File: config.mk
export PLATFORM = sky130hd
export DESIGN_NAME = amph_ctrl
export DESIGN_NICKNAME = d
export VERILOG_FILES = /design/src/hw/rtl/amph_pkg.sv /design/src/hw/rtl/amph_ctrl.sv
export SDC_FILE = /design/constraint.sdc
export NUM_CORES = 1
export LEC_CHECK = 0
export BUFFER_PORTS_ARGS = -buffer_cell sky130_fd_sc_hd__buf_2
export CAP_MARGIN = 30
export CORE_ASPECT_RATIO = 2
export CORE_UTILIZATION = 30
export CTS_BUF_LIST = sky130_fd_sc_hd__clkbuf_16
export DETAILED_ROUTE_END_ITERATION = 7
export GPL_ROUTABILITY_DRIVEN = 1
export PLACE_DENSITY = 0.55
export SYNTH_ARGS = -nofsm -noshare
export SYNTH_HDL_FRONTEND = slang
export SYNTH_SLANG_ARGS = --single-unit
File: constraint.sdc
create_clock -name clk -period 5.95 [get_ports clk]
set_input_delay 0.595 -clock clk [delete_from_list [all_inputs] [get_ports clk]]
set_output_delay 0.595 -clock clk [all_outputs]
set_load 0.1 [all_outputs]
File: src/hw/rtl/amph_pkg.sv
// shared types, constants and aes helper functions for the hash unit
package amph_pkg;

	localparam int unsigned BlockBytes = 16;
	localparam int unsigned CountWidth = 37;
	localparam int unsigned Rounds = 10;
	localparam logic [7:0] PadByte = 8'h80;
	localparam int unsigned LenBytes = 5;

	typedef enum logic [0:0] {
		OP_ABSORB = 1'b0,
		OP_FINISH = 1'b1
	} op_t;

	typedef struct packed {
		logic start;
		logic clear;
	} dp_cmd_t;

	typedef struct packed {
		logic done;
	} dp_sts_t;

	function automatic logic [7:0] sbox(input logic [7:0] a);
		logic [7:0] t [256];
		t = '{
		8'h63,8'h7c,8'h77,8'h7b,8'hf2,8'h6b,8'h6f,8'hc5,8'h30,8'h01,8'h67,8'h2b,8'hfe,8'hd7,8'hab,8'h76,
		8'hca,8'h82,8'hc9,8'h7d,8'hfa,8'h59,8'h47,8'hf0,8'had,8'hd4,8'ha2,8'haf,8'h9c,8'ha4,8'h72,8'hc0,
		8'hb7,8'hfd,8'h93,8'h26,8'h36,8'h3f,8'hf7,8'hcc,8'h34,8'ha5,8'he5,8'hf1,8'h71,8'hd8,8'h31,8'h15,
		8'h04,8'hc7,8'h23,8'hc3,8'h18,8'h96,8'h05,8'h9a,8'h07,8'h12,8'h80,8'he2,8'heb,8'h27,8'hb2,8'h75,
		8'h09,8'h83,8'h2c,8'h1a,8'h1b,8'h6e,8'h5a,8'ha0,8'h52,8'h3b,8'hd6,8'hb3,8'h29,8'he3,8'h2f,8'h84,
		8'h53,8'hd1,8'h00,8'hed,8'h20,8'hfc,8'hb1,8'h5b,8'h6a,8'hcb,8'hbe,8'h39,8'h4a,8'h4c,8'h58,8'hcf,
		8'hd0,8'hef,8'haa,8'hfb,8'h43,8'h4d,8'h33,8'h85,8'h45,8'hf9,8'h02,8'h7f,8'h50,8'h3c,8'h9f,8'ha8,
		8'h51,8'ha3,8'h40,8'h8f,8'h92,8'h9d,8'h38,8'hf5,8'hbc,8'hb6,8'hda,8'h21,8'h10,8'hff,8'hf3,8'hd2,
		8'hcd,8'h0c,8'h13,8'hec,8'h5f,8'h97,8'h44,8'h17,8'hc4,8'ha7,8'h7e,8'h3d,8'h64,8'h5d,8'h19,8'h73,
		8'h60,8'h81,8'h4f,8'hdc,8'h22,8'h2a,8'h90,8'h88,8'h46,8'hee,8'hb8,8'h14,8'hde,8'h5e,8'h0b,8'hdb,
		8'he0,8'h32,8'h3a,8'h0a,8'h49,8'h06,8'h24,8'h5c,8'hc2,8'hd3,8'hac,8'h62,8'h91,8'h95,8'he4,8'h79,
		8'he7,8'hc8,8'h37,8'h6d,8'h8d,8'hd5,8'h4e,8'ha9,8'h6c,8'h56,8'hf4,8'hea,8'h65,8'h7a,8'hae,8'h08,
		8'hba,8'h78,8'h25,8'h2e,8'h1c,8'ha6,8'hb4,8'hc6,8'he8,8'hdd,8'h74,8'h1f,8'h4b,8'hbd,8'h8b,8'h8a,
		8'h70,8'h3e,8'hb5,8'h66,8'h48,8'h03,8'hf6,8'h0e,8'h61,8'h35,8'h57,8'hb9,8'h86,8'hc1,8'h1d,8'h9e,
		8'he1,8'hf8,8'h98,8'h11,8'h69,8'hd9,8'h8e,8'h94,8'h9b,8'h1e,8'h87,8'he9,8'hce,8'h55,8'h28,8'hdf,
		8'h8c,8'ha1,8'h89,8'h0d,8'hbf,8'he6,8'h42,8'h68,8'h41,8'h99,8'h2d,8'h0f,8'hb0,8'h54,8'hbb,8'h16};
		return t[a];
	endfunction

	function automatic logic [7:0] xtime(input logic [7:0] a);
		return {a[6:0], 1'b0} ^ (a[7] ? 8'h1b : 8'h00);
	endfunction

endpackage

File: src/hw/rtl/amph_ctrl.sv
// controller: buffers bytes, sequences compressions and padding, drives the result
module amph_ctrl (
	input  logic              clk,
	input  logic              arst_n,
	input  logic              s_tvalid,
	output logic              s_tready,
	input  logic [8:0]        s_tdata,
	output logic              m_tvalid,
	input  logic              m_tready,
	output logic [127:0]      m_tdata,
	output amph_pkg::dp_cmd_t cmd,
	input  amph_pkg::dp_sts_t sts,
	output logic [127:0]      msg,
	input  logic [127:0]      chain
);
	import amph_pkg::*;

	typedef enum logic [4:0] {
		ST_IDLE = 5'b00001,
		ST_ABS  = 5'b00010,
		ST_PAD1 = 5'b00100,
		ST_PAD2 = 5'b01000,
		ST_OUT  = 5'b10000
	} state_t;

	state_t state_q;
	logic [127:0] buf_q;
	logic [3:0]   fill_q;
	logic [CountWidth-1:0] cnt_q;
	logic [127:0] padded, lenblk;
	logic [39:0]  bits;
	logic         acc;
	op_t          op;

	assign op  = op_t'(s_tdata[0]);
	assign acc = s_tvalid && s_tready;
	assign s_tready = (state_q == ST_IDLE);
	assign m_tvalid = (state_q == ST_OUT);
	assign bits = {cnt_q, 3'b000};
	assign lenblk = {88'd0, bits};

	always_comb begin
		padded = '0;
		for (int i = 0; i < 16; i++)
			if (4'(i) < fill_q) padded[127-8*i -: 8] = buf_q[127-8*i -: 8];
			else if (4'(i) == fill_q) padded[127-8*i -: 8] = PadByte;
		cmd = '0;
		msg = buf_q;
		case (state_q)
			ST_IDLE: if (acc && op == OP_FINISH) begin
				cmd.start = 1'b1;
				msg = (fill_q > 4'(BlockBytes - 1 - LenBytes)) ? padded : (padded | lenblk);
			end
			ST_PAD1: if (sts.done) begin
				cmd.start = 1'b1;
				msg = lenblk;
			end
			ST_OUT: cmd.clear = m_tready;
			default: ;
		endcase
		if (state_q == ST_IDLE && acc && op == OP_ABSORB && fill_q == 4'hf) begin
			cmd.start = 1'b1;
			msg = {buf_q[127:8], s_tdata[8:1]};
		end
	end

	always_ff @(posedge clk or negedge arst_n) begin
		if (!arst_n) begin
			state_q <= ST_IDLE;
			fill_q  <= '0;
			cnt_q   <= '0;
		end else begin
			case (state_q)
				ST_IDLE: if (acc) begin
					if (op == OP_ABSORB) begin
						cnt_q  <= cnt_q + CountWidth'(1);
						fill_q <= fill_q + 4'd1;
						if (fill_q == 4'hf) state_q <= ST_ABS;
					end else if (fill_q > 4'(BlockBytes - 1 - LenBytes)) begin
						state_q <= ST_PAD1;
					end else begin
						state_q <= ST_PAD2;
					end
				end
				ST_ABS:  if (sts.done) state_q <= ST_IDLE;
				ST_PAD1: if (sts.done) state_q <= ST_PAD2;
				ST_PAD2: if (sts.done) state_q <= ST_OUT;
				ST_OUT: if (m_tready) begin
					state_q <= ST_IDLE;
					fill_q  <= '0;
					cnt_q   <= '0;
				end
				default: state_q <= ST_IDLE;
			endcase
		end
	end

	always_ff @(posedge clk) begin
		if (state_q == ST_IDLE && acc && op == OP_ABSORB)
			buf_q[127-8*fill_q -: 8] <= s_tdata[8:1];
	end

	assign m_tdata = {chain[63:0], chain[127:64]};
endmodule

* Yosys cells after proc, flatten, opt, wreduce, memory -nomap -nowiden
Cells that the tools add are included.
Storage, ports and cells: register bits 174, input bits 142, output and inout port bits 260
Operators by class: add/sub/neg operators 4, order comparisons 17, equality and inequality tests 28, shift operators 2, multiplexer cells 60, bitwise operators 2, reduce and logical (&&, ||, !) cells 9
Operator list (number):
- 128-bit two-way mux | 4
- 8-bit two-way mux | 32
- 128-bit one-hot mux with 2 select lines | 1
- 8-bit by 34-bit variable shift with 135-bit output, first input constant | 1
- 8-bit by 34-bit indexed part select with 135-bit output | 1
- 128-bit bitwise mux | 1
- 128-bit by 40-bit bitwise OR with 128-bit output | 1
- 37-bit two-way mux | 3
- 37-bit one-hot mux with 2 select lines | 1
- 37-bit by 1-bit adder with 37-bit output, second input constant | 1
- 5-bit two-way mux | 7
- 32-bit negation with 34-bit output | 1
- 4-bit equality test, first input constant | 8
- 4-bit < comparator, first input constant | 8
- 5-bit one-hot mux with 5 select lines | 1
- 3-bit by 4-bit equality test with 1-bit output, first input constant | 4
- 3-bit by 4-bit < comparator with 1-bit output, first input constant | 4
- 4-bit two-way mux | 4
- 2-bit by 4-bit equality test with 1-bit output, first input constant | 2
- 1-bit by 4-bit < comparator with 1-bit output, first input constant | 2
- 2-bit by 4-bit < comparator with 1-bit output, first input constant | 2
- 2-bit != test, second input constant | 4
- 4-bit one-hot mux with 2 select lines | 1
- 7-bit by 7-bit subtractor with 8-bit output, first input constant | 1
- 19 further kinds | 27

* Logic depth before layout (Yosys ltp)
depth in word-level cells 8, depth in mapped cells 8, depth with buffers taken out 6

* Worst setup path before layout
OpenSTA, ideal clock, no wires.
kind reg-to-output, start register state_q[0], end output msg[55], arrival time 4.409 ns, data required time 5.355 ns, slack 0.946 ns, cell stages (with the launch flop) 8, buffers on the path 2, cells stage by stage dfstp_2 or4b_1 or2_2 clkbuf_1 inv_1 buf_2 a21oi_1 o21ai_0
Between the ends: cells in the longest elaborated chain, start to end 6
RTL lines:
- from (decl) | RTL line amph_ctrl.sv:26 | state_t state_q;
- from (signal assigned) | RTL line amph_ctrl.sv:69 | state_q <= ST_IDLE;
- from (signal assigned) | RTL line amph_ctrl.sv:78 | if (fill_q == 4'hf) state_q <= ST_ABS;
- from (signal assigned) | RTL line amph_ctrl.sv:80 | state_q <= ST_PAD1;
- 5-bit by 1-bit equality test with 1-bit output (*) | RTL line amph_ctrl.sv:37 | assign s_tready = (state_q == ST_IDLE);
- via s_tready | RTL line amph_ctrl.sv:6 | output logic s_tready,
- 1-bit logical AND | RTL line amph_ctrl.sv:36 | assign acc = s_tvalid && s_tready;
- 1-bit logical AND (on tied branches) | RTL line amph_ctrl.sv:50, amph_ctrl.sv:61
- 128-bit two-way mux / 1-bit logical AND (equally long branches) | RTL line amph_ctrl.sv:50, amph_ctrl.sv:61
- 128-bit one-hot mux with 2 select lines / 1-bit logical AND (equally long branches) | RTL line amph_ctrl.sv:49, amph_ctrl.sv:61
- 128-bit two-way mux (*) | RTL line amph_ctrl.sv:61 | if (state_q == ST_IDLE && acc && op == OP_ABSORB && fill_q == 4'hf) begin
- to (decl) | RTL line amph_ctrl.sv:13 | output logic [127:0] msg,
Mark *: on every way through the listed nets, which the timed path passes. The rest lies on a longest branch.

* Worst setup path in the final report
start register state_q[3], end output msg[6]
Between the ends: cells in the longest elaborated chain, start to end 6
RTL lines (RTL line):
- 5-bit by 1-bit equality test with 1-bit output | amph_ctrl.sv:37, amph_ctrl.sv:49, amph_ctrl.sv:61
- 1-bit logical AND | amph_ctrl.sv:36
- 1-bit logical AND (on tied branches) | amph_ctrl.sv:50, amph_ctrl.sv:61
- 128-bit two-way mux / 1-bit logical AND (equally long branches) | amph_ctrl.sv:50, amph_ctrl.sv:61
- 128-bit one-hot mux with 2 select lines / 1-bit logical AND (equally long branches) | amph_ctrl.sv:49, amph_ctrl.sv:61
- 128-bit two-way mux (*) | amph_ctrl.sv:61
Every way passes the cells marked *; elsewhere a longest branch is shown, timed or not.

==> results.md <==
STA:
- The number of hold violations in the final report is 0.
- The final critical-path required period is approximately 4.5 ns.
- The total negative slack for setup checks is 0 ns.
- The post-route fraction of the period consumed by the critical path is between 70% and 80%.
- The max-slew violation count is 0.
- At the pin with the least slew margin, the transition time is approximately 0.96 ns.
- The maximum achievable frequency is ~220 MHz.
- Setup repair after global routing left no endpoint under its margin.
- The clock arrives with ~0.010 ns of skew.
- Setup violations remaining at the end of the flow were counted as 0.
- The worst pin sits at a relative slew slack of 35.5%.

Clock tree:
- After clock tree synthesis, the clock-pin slew on the worst setup and hold paths is 0.07 ns.
- The cell chosen for the clock root is sky130_fd_sc_hd__clkbuf_16.
- Clock latency on the worst-skew pair, taken at its later pin, is around 0.45 ns.
- The TritonCTS clock tree is done.
- Post-CTS repair changed the size of 0 cells.
- The clock tree synthesis step divided the H-tree into 4 levels.
- The number of setup buffers added after CTS is 0.
- In this run the deepest clock path goes through 2 buffers.
- The clock buffer count from CTS is 17.
- The number of hold buffers added after cts is 0.
- CTS saw between 150 and 200 sinks.

Final layout:
- The layout overhead on the synthesized area is 7.95%.
- The final layout net count is between 1000 and 1500.
- The number of fillers in the final layout is 3241.
- The sequential cells in the finished layout cover a total of 5000 um^2.
- The multi-input combinational cells in the finished layout cover a total of between 3000 and 4000 um^2.
- The commonest non-fill, non-tap cell in the layout is sky130_fd_sc_hd__nor2_1.
- 0 antenna diodes ended up in the layout.
- The fraction of final layout cells with drive strength greater than 1 is ~20%.
- The top cell types in the final layout, fill and taps aside, are sky130_fd_sc_hd__nor2_1 (163), sky130_fd_sc_hd__buf_2 (145), sky130_fd_sc_hd__edfxtp_1 (128), sky130_fd_sc_hd__nand2_1 (65), sky130_fd_sc_hd__nor2b_1 (58).
- The finished cells cover 10300 um^2.

Route:
- After the first detailed-routing iteration, the DRC count stood at between 500 and 600.
- The average wire per standard cell is ~24 um.
- The final wirelength is 33.9 mm.
- The count of nets left with antenna violations once routing finished came out at 0.
- Using the TritonRoute via totals, the vias-per-cell ratio works out to approximately 5.1.
- The length of the first detailed-routing pass in iterations is 6.
- The residual DRC count is 0.
- The final route contains around 7000 vias.

Floorplanning:
- The die outline width is 128 um.
- The I/O pin total is 402.
- The cell row count is 92.
- The vertical die dimension is 254 um.
- The initial core utilization is a little under a third.
- The placeable core region is between 30000 and 40000 um^2.
- The die covers around 33000 um^2.

Logic synthesis:
- The complex-gate fraction of the synthesized area is 10.2%.
- The synthesized design contains approximately 170 register bits.
- The number of nets in the synthesized netlist is 1110.
- The netlist uses between 50 and 60 different library cells.
- The average instance area after synthesis is 9.95 um^2.
- Of the synthesized area, sequential elements account for between 50% and 60%.
- Of the post-synthesis cell area, the part taken by muxes is 0%.
- The synthesized netlist devotes between 20% and 30% of its cell area to simple gates.
- Among all flip-flop cells after synthesis, the most frequent one is sky130_fd_sc_hd__edfxtp_1.
- In this run, synthesis inferred roughly 130 flip-flops with an integrated enable.
- The mapped netlist covers 9560 um^2.
- Of all flip-flops after synthesis, the portion carrying an async set or reset was between 20% and 30%.
- The count of warnings emitted by yosys is 0.
- The adder and majority cell fraction of the synthesized area is under 10%.
- Synthesis produced a netlist whose cell count is 960.
- After synthesis, the largest family of logic cells by area is simple AND/OR/NAND/NOR gates.
- The synthesized netlist devotes 1.47% of its cell area to XOR and XNOR gates.

Placed design:
- Routability-driven placement finished with a final weighted congestion of around 0.93.
- Buffers placed on the I/O ports in this run total roughly 150.
- The wire-length estimate of the detail-placed layout is about 27 mm.
- After detailed placement, the total cell area comes to roughly 9800 um^2.

Critical path:
- The worst register-to-register path has a setup slack of about 2.2 ns.
- The arrival time at the worst endpoint is a little under 4 ns.
- The worst register-to-register path begins at state_q[3].
- Of all nets on the critical path, the largest fanout is 15.
- The endpoint of the lowest-slack register-to-register path is buf_q[54].
- The critical path is of the register to primary output type.
- The count of cells along the worst register-to-register path is 6.
- STA classifies the critical path startpoint as a register.
- The required time of the critical path is 5.36 ns.
- The worst setup path is captured at a primary output.

Power:
- The maximum ir drop on the vdd rail is around 0.00034 V.
- Combinational cells account for roughly 61% of the total power.
- The switching power as a share of total power is about three fifths.
- The share of total power dissipated in the clock network is 15.8%.
- The cell leakage power is slightly above 4 nW.
- The net switching power is 4.22 mW.
- The total internal power is approximately 2.6 mW.
- The power density over cell area is about 660 nW/um^2.
- The sequential group share of total power is a little under a quarter.

Global route:
- The initial antenna violation count is 1.
- The global-route wire length before repair is 48.0 mm.
- The global routing usage summed across all routing layers is around a fifth.
- Entering global routing, the biggest net connects 47 pins.
- The via count of the first global-routing pass is 7284.
- Global routing finished with a remaining overflow of 0.

Run status:
- The flow ran to the end, and the final reports show no timing, DRC or antenna violations.

Min path:
- The path class of the tightest hold or removal check is input port to async pin.

Run:
- Across the run, the number of max-cap violations was 0.
==> worst max-delay path, cell delays in order (launching register included) <==
cell,delay (ns)
sky130_fd_sc_hd__dfrtp_1,0.52
sky130_fd_sc_hd__or4b_1,0.59
sky130_fd_sc_hd__or2_2,0.44
sky130_fd_sc_hd__inv_1,0.35
sky130_fd_sc_hd__and3_1,0.52
sky130_fd_sc_hd__and3_1,0.41
sky130_fd_sc_hd__a221o_1,0.22
sky130_fd_sc_hd__buf_2,0.43
==> metal layers <==
metal / GRT usage, % / vias to the layer above / part of all wire [%]
li1: - / 3219 / -
met5: 0 / - / 0.032
met3: 4.22 / 181 / 5.3
met2: 39.8 / 300 / 55
met4: 19.9 / 2 / 9.6
met1: 17.7 / 3468 / 30
==> kinds of logic (layout without fill, tap and decap cells) <==
kind of cell / after synthesis / in the layout
buf+inv: 184 / 199
simple gates: 437 / 437
compound gates: 141 / 141
xor+xnor: 16 / 16
flops: 174 / 174
fa+ha+maj: 8 / 8
==> metrics by stage <==
step	util [%]	power, mW	std cells	hold WS [ns]	setup WS [ns]
4_1_cts	32.8	6.85	1398	0.271	1.48
3_3_place_gp	30.9	5.71	1364	0.521	1.90
6_report	32.8	6.82	1398	0.245	1.44
3_5_place_dp	31.1	5.78	1366	0.532	1.97
5_1_grt	32.8	7.06	1398	0.298	1.32
2_1_floorplan	-	5.26	960	0.299	0.946
==> how the worst max path moves through the flow <==
stage / startpoint / endpoint / slack (ns) / cells past startpoint
2_1_floorplan: state_q[0] / msg[55] / 0.95 / 7
6_report: state_q[3] / msg[6] / 1.44 / 7
3_5_place_dp: state_q[3] / msg[6] / 1.97 / 7
4_1_cts: state_q[3] / msg[6] / 1.48 / 7
5_1_grt: state_q[0] / msg[6] / 1.32 / 7
3_3_place_gp: state_q[0] / msg[93] / 1.90 / 7
==> cells in the mapped netlist (3+ instances only) <==
library cell / number / area [um^2]
sky130_fd_sc_hd__inv_1: 14 / 52.6
sky130_fd_sc_hd__o21ai_0: 29 / 145
sky130_fd_sc_hd__a221o_1: 7 / 70.1
sky130_fd_sc_hd__a21o_1: 4 / 30.0
sky130_fd_sc_hd__a32o_1: 3 / 30.0
sky130_fd_sc_hd__a22o_1: 32 / 280
sky130_fd_sc_hd__edfxtp_1: 128 / 3840
sky130_fd_sc_hd__buf_2: 4 / 20.0
sky130_fd_sc_hd__and3_1: 11 / 68.8
sky130_fd_sc_hd__buf_1: 3 / 11.3
sky130_fd_sc_hd__clkbuf_1: 33 / 124
sky130_fd_sc_hd__or4_1: 10 / 75.1
sky130_fd_sc_hd__or2_2: 4 / 25.0
sky130_fd_sc_hd__o22ai_1: 4 / 25.0
sky130_fd_sc_hd__nor4_1: 10 / 62.6
sky130_fd_sc_hd__a21oi_1: 34 / 170
sky130_fd_sc_hd__ha_1: 8 / 100
sky130_fd_sc_hd__nand3b_1: 3 / 22.5
sky130_fd_sc_hd__and2_1: 42 / 263
sky130_fd_sc_hd__dfrtp_1: 45 / 1130
sky130_fd_sc_hd__or3_1: 19 / 119
sky130_fd_sc_hd__nand2b_1: 6 / 37.5
sky130_fd_sc_hd__nor2_1: 163 / 612
sky130_fd_sc_hd__buf_4: 129 / 968
sky130_fd_sc_hd__nand4_1: 13 / 81.3
sky130_fd_sc_hd__nor2b_1: 58 / 363
sky130_fd_sc_hd__xnor2_1: 5 / 43.8
sky130_fd_sc_hd__xor2_1: 11 / 96.3
sky130_fd_sc_hd__nor3_1: 7 / 35.0
sky130_fd_sc_hd__o31ai_1: 9 / 67.6
sky130_fd_sc_hd__nand3_1: 18 / 90.1
sky130_fd_sc_hd__nand2_1: 65 / 244
==> registers in the layout, summed over array words and instances (netlist names) <==
name     flops
buf_q      128
cnt_q       37
state_q      5
fill_q       4
==> power groups by stage <==
stage	Clock, mW	Sequential [mW]	Combinational, mW
6_report	1.07	1.58	4.17
3_3_place_gp	0	1.60	4.12
4_1_cts	1.09	1.57	4.18
3_5_place_dp	0	1.60	4.18
2_1_floorplan	0	1.50	3.76
5_1_grt	1.13	1.60	4.34
==> cell type report <==
cell class | instances | area share [%]
Clock buffer | 17 | 4.12
Clock inverter | 15 | 1.26
Inverter | 15 | 0.546
Multi-Input combinational cell | 602 | 32.8
Sequential cell | 174 | 48.4
Tap cell | 423 | 5.13
Timing Repair Buffer | 152 | 7.74
Note: power is estimated with default switching activity, not from simulation.
